### src/design/hmve_queue.sv
// ----------------------------------------------------------------------------
// hmve_queue
// Small register FIFO of closed cells between front and back.
// ----------------------------------------------------------------------------
module hmve_queue #(
   parameter int WIDTH = 8,
   parameter int DEPTH = 4
) (
   input  logic             clock,
   input  logic             reset,
   input  logic             push,
   input  logic [WIDTH-1:0] push_data,
   output logic             full,
   input  logic             pop,
   output logic [WIDTH-1:0] pop_data,
   output logic             empty
);

   localparam int PW   = $clog2(DEPTH);
   localparam int CNTW = $clog2(DEPTH + 1);

   logic [WIDTH-1:0] slot_ff [DEPTH];
   logic [PW-1:0]    wr_ptr_ff, wr_ptr_in;
   logic [PW-1:0]    rd_ptr_ff, rd_ptr_in;
   logic [CNTW-1:0]  count_ff, count_in;

   assign full     = (count_ff == CNTW'(DEPTH));
   assign empty    = (count_ff == '0);
   assign pop_data = slot_ff[rd_ptr_ff];

   always_comb begin
      wr_ptr_in = wr_ptr_ff;
      rd_ptr_in = rd_ptr_ff;
      count_in  = count_ff;
      if (push) begin
         wr_ptr_in = (wr_ptr_ff == PW'(DEPTH - 1)) ? '0 : wr_ptr_ff + PW'(1);
      end
      if (pop) begin
         rd_ptr_in = (rd_ptr_ff == PW'(DEPTH - 1)) ? '0 : rd_ptr_ff + PW'(1);
      end
      if (push && !pop) begin
         count_in = count_ff + CNTW'(1);
      end else if (pop && !push) begin
         count_in = count_ff - CNTW'(1);
      end
   end

   always_ff @(posedge clock) begin
      if (reset) begin
         wr_ptr_ff <= '0;
         rd_ptr_ff <= '0;
         count_ff  <= '0;
      end else begin
         wr_ptr_ff <= wr_ptr_in;
         rd_ptr_ff <= rd_ptr_in;
         count_ff  <= count_in;
      end
   end

   always_ff @(posedge clock) begin
      if (push) begin
         slot_ff[wr_ptr_ff] <= push_data;
      end
   end

   a_no_overflow: assert property (@(posedge clock) disable iff (reset)
      push |-> count_ff < CNTW'(DEPTH))
      else $error("queue write while full");

   a_no_underflow: assert property (@(posedge clock) disable iff (reset)
      pop |=> $past(count_ff) != '0)
      else $error("queue read while empty");

endmodule

### config.mk
export PLATFORM = sky130hd
export DESIGN_NAME = hmve_queue
export DESIGN_NICKNAME = d
export VERILOG_FILES = /design/src/design/hmve_queue.sv
export SDC_FILE = /design/constraint.sdc
export NUM_CORES = 1
export LEC_CHECK = 0
export BUFFER_PORTS_ARGS = -buffer_cell sky130_fd_sc_hd__buf_2
export CAP_MARGIN = 20
export CORE_AREA = 5 5 66 68
export CTS_CLUSTER_DIAMETER = 30
export DETAILED_ROUTE_END_ITERATION = 10
export DIE_AREA = 0 0 71 73
export PLACE_DENSITY = 0.71
export SYNTH_ARGS = -nofsm -noshare
export SYNTH_HDL_FRONTEND = slang
export SYNTH_SLANG_ARGS = --single-unit
### constraint.sdc
create_clock -name clock -period 1.7 [get_ports clock]
set_input_delay 0 -clock clock [delete_from_list [all_inputs] [get_ports clock]]
set_output_delay 0 -clock clock [all_outputs]
set_load 0.05 [all_outputs]
Word-level counts from Yosys, hierarchy flattened
Memories as Yosys holds them, arrays and structs flattened. A register that Yosys moved wholly into a read port is not among the register bits.
Cells that the tools add are included.
{ "classes": {"addsub": 4, "n_eq_ne": 3, "muxes": 8, "reduce_logical": 6} }
{ "ops": {"columns": ["cell", "count"], "rows": [
  ["2-to-1 mux 2 bit", 4],
  ["2-to-1 mux 3 bit", 2],
  ["adder 2 x 1 -> 2 bit (second input constant)", 2],
  ["== test 2 bit (second input constant)", 2],
  ["adder 3 x 1 -> 3 bit (second input constant)", 1],
  ["== test 3 bit (second input constant)", 1],
  ["logical NOT 3 bit", 1],
  ["subtractor 3 x 1 -> 3 bit (second input constant)", 1],
  ["logical AND 1 bit", 2],
  ["logical NOT 1 bit", 2],
  ["2-to-1 mux 1 bit", 2],
  ["nonzero test 2 bit", 1]
]} }
{ "totals": {"ff_bits": 7, "mem_bits_rw": 32, "input_bits": 12, "out_inout_bits": 10, "wordCells": 25, "mem_count": 1} }
{ "memory_table": {"columns": ["name", "words", "word_bits", "rd", "rd_clocked_by_memory_dff", "write_ports", "line_no", "rtl"], "rows": [
  ["slot_ff", 4, 8, 1, 1, 1, "22", "logic [WIDTH-1:0] slot_ff [DEPTH];"]
]} }

Depth between registers and ports, before layout
Gate-level depths: netlist (run 1).
{ "logic_depth": {"word_depth": 4, "depth_mapped": 7, "depth_no_buf": 7} }

Worst setup path before layout (run 1)
OpenSTA, ideal clock, no wires.
{ "synth_path": {"path_kind": "reg2out", "start": "register count_ff[1]", "end": "output port full", "t_arrival_ns": 1.502, "required_time_ns": 1.700, "path_slack_ns": 0.198, "stages_incl_launch_ff": 2, "n_path_buf": 0, "path_cell_list": "dfxtp_1 nor3b_1"} }
{ "synth_via": {"elab_chain_cells": 1} }
{ "synth_lines": {"columns": ["element", "line_no", "rtl"], "rows": [
  ["start, declared", "25", "logic [CNTW-1:0] count_ff, count_in;"],
  ["start signal, assigned", "56", "count_ff <= count_in;"],
  ["== test 3 bit", "27", "assign full = (count_ff == CNTW'(DEPTH));"],
  ["end, declared", "13", "output logic full,"]
]} }
No other way between the ends.

==> results by group, run 1 <==
Placed design
  • Port bufs: 21
  • Placer Congestion: 0.733
  • DP HPWL: 1850 µm

Logic synthesis
  • Share of the synthesized area in the top cell type: 0.601
  • Seq cells post-synth: 41
  • Asr flop ratio synth: 0
  • Avg Inst Size Synth: 18.6 µm²
  • EDFF count, synth: 32
  • Cell area after synthesis: 1600 µm²
  • Sequential area share after synthesis: 0.714
  • Commonest cells post-synth: edfxtp_1, dfxtp_1, mux4_2
  • Synth Warn #: 0
  • Top FF cell, synth: edfxtp_1
  • Ranking of synthesized cells by area: edfxtp_1, dfxtp_1, mux4_2, ha_1, mux2i_1
  • Synth area leader: edfxtp_1
  • Most frequent cell after synthesis: edfxtp_1
  • Post-Syn Instances: 86
  • Syn nets: 105
  • Distinct cells, synth: 17

Floorplan
  • Core box area: 3800 µm²
  • Die width: 71 µm
  • Initial core utilization: 0.421
  • Top-level I/O count: 22
  • Die area: 5180 µm²
  • Num rows: 23
  • Die height: 73 µm

Power and ir drop
  • Internal Power: 0.00156 W
  • Static leakage: 0.718 nW
  • Gate power share: 0.171
  • Clock share of power: 0.277
  • Maximum vdd ir drop: 533 µV
  • Sequential share of power: 0.553
  • Switching Fraction: 0.269
  • Switching Power: 0.000573 W
  • Pwr dens: 1100 nW/µm²
  • Power Total: 0.00213 W

Critical path
  • Worst R2R End: count_ff[2]
  • Critical path cell sequence: buf_4, mux4_2, buf_2
  • Crit Path Class: register to output port
  • WP buf/inv: 2
  • R2R Path Start: count_ff[0]
  • Worst Path Required: 1700 ps
  • Reg2Reg Depth: 4
  • Worst path arrival time: 1560 ps
  • CP peak stage delay: 530 ps
  • Critical Path Slowest Stage Cell: mux4_2
  • Max FO, Critical Path: 8
  • Reg2reg setup slack: 230 ps
  • Crit path capture type: output port
  • Kind of cell adding the most delay to the critical path: multiplexers
  • Worst setup SP type: register

Global routing
  • Pin count of the biggest net entering global routing: 13
  • Vias in the first global route: 955
  • Total track usage: 0.112
  • First-pass GRT wire length: 4370 µm
  • Total gr overflow: 0
  • Antenna violations before repair: 0

Final layout
  • N_diodes: 0
  • Share of cells above drive strength 1: 0.293
  • Area Overhead vs Synth: 20.7%
  • Layout Nets: 141
  • Fin util: 0.508

STA
  • Fmax: 641 MHz
  • Setup TNS: 0 ps
  • Worst clock skew: 9.66 ps
  • Period Utilization, post-route: 0.918
  • Slew HR: 0.696
  • Tmin final: 1560 ps
  • Slew Limit Fails: 0
  • Final hold violation count: 0
  • Unrepaired setup endpoints after global routing: false
  • Final setup viols: 0
  • Worst Max-Slew Pin Slew: 456 ps

Clocking
  • Clk slew on worst S/H paths: 70 ps
  • CTS H-tree lvls: 2
  • Clock root buffer master: clkbuf_8
  • Num CTS Buffers: 5
  • Setup Fix Bufs, Post-CTS: 0
  • CTS tree: built
  • Max Buffers Root-to-Sink: 2
  • # clock sinks: 41
  • Skew-Pair Late Insertion Delay: 280 ps

Min path
  • Hold WC Path Type: input port to register
  • Hold Crit Depth: 3
  • Worst hold start: pop
  • Hold worst-path end: rd_ptr_ff[1]

Drt
  • First-pass detailed-route iteration total: 4
  • DR WL/cell: 15.2 µm
  • # DRC: 0
  • Via count: 854
  • Number of DRC markers in iteration 0: 60
  • ANT nets after route: 0
  • Drt total wl: 2630 µm
  • DR vias/cell: 4.94

Job
  • # Max-Cap Violations: 0

Run status
  • Status: finished clean
power groups by stage:
stage / Combinational, W / Sequential, W / Clock, W
global route: 0.000393 / 0.00118 / 0.000653
detailed placement: 0.000353 / 0.00120 / 0
CTS: 0.000369 / 0.00118 / 0.000606
floorplan: 0.000272 / 0.00118 / 0
global placement: 0.000339 / 0.00119 / 0
finish: 0.000363 / 0.00118 / 0.000589
worst min-delay path: stages:
cell	delay [ps]
buf_2	100
mux2i_1	70
nor2_1	130
metrics by stage:
| step | setup WS [ps] | instance area, µm² | cells | hold WS (ps) |
|---|---|---|---|---|
| 6_report | 140 | 1930 | 173 | 65.3 |
| 4_1_cts | 109 | 1930 | 173 | 61.8 |
| 2_1_floorplan | 198 | 1600 | 86 | 69.1 |
| 3_5_place_dp | 206 | 1760 | 156 | 218 |
| 3_3_place_gp | 294 | 1760 | 156 | 213 |
| 5_1_grt | 59.9 | 1930 | 173 | 84.3 |
flip-flops by register name, indices dropped and copies added, names as in the netlist, named ones only:
signal	count
rd_ptr_ff	2
count_ff	3
slot_ff	32
wr_ptr_ff	2
how the worst max path moves through the flow:
stage	startpoint	endpoint	slack (ps)	depth (start not counted)
final	register	pop_data[5]	140	3
after global routing	register	pop_data[5]	60	3
after CTS	register	pop_data[3]	110	3
after detailed placement	pop	count_ff[2]	210	8
after global placement	pop	count_ff[2]	290	8
after floorplan	count_ff[1]	full	200	1
what timing repair did:
action	4_1_cts	5_1_grt
setup endpoints to repair	0	0
hold endpoints to repair	41	0
gates resized for setup	0	0
hold buffers	9	0
kinds of logic (layout without fill, tap and decap cells):
| group | Yosys count | in the layout | share of synthesized area |
|---|---|---|---|
| AND/OR/NAND/NOR | 15 | 15 | 0.0485 |
| buffers and inverters | 6 | 43 | 0.0196 |
| XOR/XNOR | 2 | 2 | 0.0110 |
| multiplexers | 12 | 12 | 0.138 |
| adder cells (fa/ha/maj) | 7 | 7 | 0.0595 |
| flip-flops | 41 | 41 | 0.714 |
| AO/OA/AOI/OAI | 3 | 3 | 0.00939 |
placed cells by master, fill, tap and decap left out:
cell type	instances
buf_2	21
and2_1	4
edfxtp_1	32
inv_1	4
dfxtp_1	9
nor2_1	7
mux4_2	8
clkinv_2	1
dlygate4sd3_1	9
nor3_1	1
buf_4	1
a21oi_1	2
clkbuf_1	2
or3_1	1
xor2_1	2
ha_1	6
o21ai_0	1
nor3b_1	2
mux2i_1	4
fa_1	1
clkbuf_8	5
final cells by class:
cell class              instances  area, µm²
inverters                       4       15.0
clock inverters                 1       5.00
fillers                       351       1870
well taps                      50       62.6
clock buffers                   7       76.3
repair buffers                 31        203
flip-flops and latches         41       1140
multi-input cells              39        425
routing by layer:
| metal | routed length (µm) | track usage | part of all wire |
|---|---|---|---|
| met1 | 1130 | 0.134 | 0.43 |
| met3 | 149 | 0.0303 | 0.057 |
| met2 | 1300 | 0.191 | 0.50 |
| met5 | 0 | 0 | 0 |
| met4 | 46 | 0.0501 | 0.018 |
No activity file was read; power rests on OpenSTA's default activity.
==> run 2, diff against run 1 <==
--- a/config.mk
+++ b/config.mk
@@ -11,6 +11,7 @@
 export CTS_CLUSTER_DIAMETER = 30
 export DETAILED_ROUTE_END_ITERATION = 10
 export DIE_AREA = 0 0 71 73
+export GPL_TIMING_DRIVEN = 0
 export PLACE_DENSITY = 0.71
 export SYNTH_ARGS = -nofsm -noshare
 export SYNTH_HDL_FRONTEND = slang
==> results by group, run 2 (same netlist as run 1, synthesis figures left out) <==
Placed design
  • Cells after DPL: 157
  • Placer Congestion: 0.658
  • Port bufs: 21

Global routing
  • Total gr overflow: 0
  • First-pass GRT wire length: 4020 µm
  • Vias in the first global route: 910
  • Pin count of the biggest net entering global routing: 13
  • Antenna violations before repair: 0
  • Total track usage: 0.106

Floorplan
  • Die width: 71 µm
  • Die area: 5180 µm²
  • Initial core utilization: 0.421
  • Core box area: 3800 µm²
  • Num rows: 23
  • Top-level I/O count: 22
  • Die height: 73 µm

Clocking
  • # clock sinks: 41
  • CTS tree: built
  • CTS H-tree lvls: 2
  • Max Buffers Root-to-Sink: 2
  • Num CTS Buffers: 5
  • Clk slew on worst S/H paths: 70 ps
  • Skew-Pair Late Insertion Delay: 280 ps
  • Clock root buffer master: clkbuf_8

Final layout
  • Area Overhead vs Synth: 22.6%
  • Leading cell types in the layout, fill and taps excluded: edfxtp_1, buf_2, dfxtp_1, dlygate4sd3_1, mux4_2
  • Commonest non-fill, non-tap cell in the layout: edfxtp_1
  • Biggest regs: slot_ff x32, count_ff x3
  • Finished Layout Cells: 173
  • Register name with the most flops: slot_ff
  • Max reg flops: 32
  • Layout Nets: 142
  • Share of cells above drive strength 1: 0.309
  • N_diodes: 0

Drt
  • ANT nets after route: 0
  • DR WL/cell: 14.1 µm
  • Number of DRC markers in iteration 0: 58
  • First-pass detailed-route iteration total: 4
  • # DRC: 0
  • Via count: 823
  • DR vias/cell: 4.76
  • Drt total wl: 2440 µm

STA
  • Slew HR: 0.716
  • Tmin final: 1510 ps
  • Final hold violation count: 0
  • Fmax: 661 MHz
  • Unrepaired setup endpoints after global routing: false
  • Worst Max-Slew Pin Slew: 426 ps
  • Setup TNS: 0 ps
  • Final setup viols: 0
  • Worst clock skew: 6.60 ps
  • Period Utilization, post-route: 0.890
  • Slew Limit Fails: 0

Critical path
  • Critical path depth: 3
  • Critical Path Slowest Stage Cell: mux4_2
  • Kind of cell adding the most delay to the critical path: multiplexers
  • Crit Path Class: register to output port
  • Worst Path Required: 1700 ps
  • Max FO, Critical Path: 8
  • Worst path arrival time: 1510 ps
  • Worst setup SP type: register
  • Critical path cell sequence: buf_6, mux4_2, buf_2
  • WP buf/inv: 2
  • CP peak stage delay: 520 ps
  • Reg2Reg Depth: 4
  • Crit path capture type: output port

Job
  • # Max-Cap Violations: 0

Power and ir drop
  • Maximum vdd ir drop: 939 µV
  • Static leakage: 0.736 nW
  • Pwr dens: 1160 nW/µm²

Run status
  • Status: finished clean

Min path
  • Hold Crit Depth: 3
  • Hold WC Path Type: input port to register
[run 2: cell types whose count changed in the layout (fill, tap and decap cells not counted)]
cell,change
clkbuf_2,+1
clkbuf_1,-2
buf_6,+1
buf_4,-1
bufinv_16,+1
[run 2: cell type report]
| cell class | count | area (µm²) |
|---|---|---|
| Fill cell | 346 | 1840 |
| Sequential cell | 41 | 1140 |
| Multi-Input combinational cell | 39 | 425 |
| Timing Repair Buffer | 30 | 195 |
| Clock buffer | 5 | 68.8 |
| Tap cell | 50 | 62.6 |
| Clock inverter | 2 | 35.0 |
| Buffer | 2 | 16.3 |
| Inverter | 4 | 15.0 |
[run 2: final timing paths]
| path | start | to | slack (ps) |
|---|---|---|---|
| worst min-delay path | pop | rd_ptr_ff[1] | 50 |
| worst max-delay path | register | pop_data[5] | 190 |
| worst max register to register | count_ff[0] | count_ff[2] | 200 |
| worst min register to register | count_ff[2] | count_ff[2] | 520 |
[run 2: stage by stage]
stage                     worst slack, ps  hold WS [ps]  area, µm²   util  total power (W)
after floorplan                       198          69.1       1600      -          0.00146
after global placement                249           211       1770  0.465          0.00154
after detailed placement              166           220       1770  0.465          0.00155
after CTS                             164          38.5       1960  0.516          0.00229
after global routing                  102          80.6       1960  0.516          0.00236
final                                 187          46.0       1960  0.516          0.00227
[run 2: power breakdown]
part | internal [W] | switching (W)
clock | 0.000426 | 0.000304
combinational | 0.000130 | 0.000237
sequential | 0.00114 | 0.0000301
[run 2: what timing repair did]
action / 4_1_cts / 5_1_grt
hold buffers: 9 / 0
setup buffers: 0 / 0
setup endpoints to repair: 0 / 0
endpoints found under the hold margin: 41 / 0
resized for setup: 0 / 0
[run 2: layer usage]
metal | global-route usage | vias to the layer above | part of all wire | routed length, µm
met5 | 0 | - | 0 | 0
li1 | - | 397 | - | -
met1 | 0.109 | 400 | 0.39 | 957
met3 | 0.0413 | 5 | 0.064 | 155
met4 | 0.0564 | 0 | 0.016 | 38
met2 | 0.185 | 21 | 0.53 | 1290
[run 2: worst register-to-register path: cells and delay by family, from the launching register on]
family | cells | cell delay, ps
AOI/OAI and AO/OA | 1 | 160
and+or+nand+nor | 1 | 310
xor gates and xnor gates | 1 | 160
adders and majority gates | 1 | 450
DFF | 1 | 360
==> run 3, diff against run 2 <==
--- a/config.mk
+++ b/config.mk
@@ -13,6 +13,7 @@
 export DIE_AREA = 0 0 71 73
 export GPL_TIMING_DRIVEN = 0
 export PLACE_DENSITY = 0.71
+export SETUP_SLACK_MARGIN = 0.5
 export SYNTH_ARGS = -nofsm -noshare
 export SYNTH_HDL_FRONTEND = slang
 export SYNTH_SLANG_ARGS = --single-unit
==> results by group, run 3 (same netlist as run 1, synthesis figures left out) <==
Final layout
  • N_diodes: 0
  • Max reg flops: 32
  • Area Overhead vs Synth: 30.6%
  • Share of cells above drive strength 1: 0.416
  • Layout Nets: 143
  • Commonest non-fill, non-tap cell in the layout: edfxtp_1
  • Leading cell types in the layout, fill and taps excluded: edfxtp_1, buf_2, dlygate4sd3_1, buf_6, mux4_2
  • Biggest regs: slot_ff x32, count_ff x3
  • Finished Layout Cells: 175
  • Fillers: 312
  • Register name with the most flops: slot_ff

Floorplan
  • Die width: 71 µm
  • Initial core utilization: 0.421
  • Top-level I/O count: 22
  • Die area: 5180 µm²
  • Core box area: 3800 µm²
  • Num rows: 23
  • Die height: 73 µm

Drt
  • Via count: 835
  • Top layer in use: met4
  • ANT nets after route: 0
  • DR WL/cell: 14.1 µm
  • Number of DRC markers in iteration 0: 51
  • First-pass detailed-route iteration total: 6
  • DR vias/cell: 4.77
  • Drt total wl: 2470 µm
  • Routed wl met3: 168 µm
  • # DRC: 0
  • Metal-1 WL: 1010 µm
  • Routed wl met2: 1240 µm

Critical path
  • Worst path arrival time: 1470 ps
  • Worst setup SP type: register
  • CP peak stage delay: 540 ps
  • Crit Path Class: register to output port
  • WP buf/inv: 2
  • Reg2reg setup slack: 300 ps
  • Crit path capture type: output port
  • Kind of cell adding the most delay to the critical path: multiplexers
  • Critical path cell sequence: buf_12, mux4_2, buf_8
  • Critical Path Slowest Stage Cell: mux4_2
  • Worst Path Required: 1700 ps
  • Max FO, Critical Path: 8

Power and ir drop
  • Maximum vdd ir drop: 845 µV
  • Static leakage: 0.775 nW
  • Pwr dens: 1130 nW/µm²

STA
  • Fmax: 681 MHz
  • Final hold violation count: 0
  • Worst clock skew: 2.44 ps
  • Unrepaired setup endpoints after global routing: true
  • Slew HR: 0.845
  • Period Utilization, post-route: 0.864
  • Setup ws final: 231 ps
  • Worst Max-Slew Pin Slew: 233 ps
  • Final setup viols: 0
  • Slew Limit Fails: 0
  • Setup TNS: 0 ps
  • Tmin final: 1470 ps

Job
  • # Max-Cap Violations: 0

Placed design
  • DP HPWL: 1740 µm
  • Port bufs: 21
  • Placer Congestion: 0.715
  • Pre-CTS setup slack: 182 ps
  • Cells after DPL: 157

Clocking
  • Num CTS Buffers: 5
  • Clk slew on worst S/H paths: 70 ps
  • Max Buffers Root-to-Sink: 2
  • Clock root buffer master: clkbuf_8
  • # clock sinks: 41
  • CTS tree: built
  • CTS H-tree lvls: 2
  • Skew-Pair Late Insertion Delay: 280 ps

Global routing
  • First-pass GRT wire length: 3930 µm
  • Pin count of the biggest net entering global routing: 14
  • Vias in the first global route: 845
  • Total gr overflow: 0
  • Antenna violations before repair: 0
  • Total track usage: 0.103

Min path
  • Hold WC Path Type: input port to register

Run status
  • Status: finished clean
run 3: cell types whose count changed in the layout (fill, tap and decap cells not counted), moves of 2 or more:
cell     delta
and2_1      -4
and2_2      +2
and2_4      +2
buf_2      -10
buf_6       +8
dfxtp_1     -5
dfxtp_2     +4
run 3: tightest hold or removal path, cell delays in order:
cell,delay [ps]
buf_2,110
mux2i_1,70
nor2_1,120
run 3: what timing repair did:
item,in CTS,in global routing
resized for setup,25,12
endpoints found under the hold margin,41,0
hold buffers,9,0
pin swaps,1,1
buffers inserted,1,0
setup endpoints to repair,41,32
run 3: area by class of cell:
cell class / count / area (µm²) / area share
Sequential cell: 41 / 1150 / 0.551
Multi-Input combinational cell: 39 / 455 / 0.218
Timing Repair Buffer: 31 / 269 / 0.129
Clock buffer: 5 / 68.8 / 0.0330
Tap cell: 50 / 62.6 / 0.0300
Clock inverter: 3 / 41.3 / 0.0198
Buffer: 2 / 25.0 / 0.0120
Inverter: 4 / 15.0 / 0.00719
run 3: per-layer routing:
metal	global-route usage	up-vias
met4	0.0501	0
met3	0.0413	4
met5	0	-
li1	-	401
met2	0.179	21
met1	0.110	409
run 3: stage by stage:
stage	total power, W	area [µm²]	util	hold slack [ps]
floorplan	0.00147	1610	-	65.0
global placement	0.00155	1780	0.469	212
detailed placement	0.00156	1780	0.469	218
CTS	0.00236	2060	0.541	60.8
global route	0.00248	2090	0.549	87.6
finish	0.00237	2090	0.549	66.4
run 3: where the power goes:
group          switching [W]  internal [W]  total, W
Sequential         0.0000344       0.00114   0.00118
Combinational       0.000259      0.000199  0.000458
Clock               0.000299      0.000432  0.000730
run 3: worst paths after layout:
check,start,cells past startpoint,end
setup / recovery,register,3,pop_data[2]
hold / removal,pop,3,rd_ptr_ff[1]
setup reg to reg,count_ff[0],4,count_ff[2]
hold reg to reg,wr_ptr_ff[1],2,wr_ptr_ff[1]
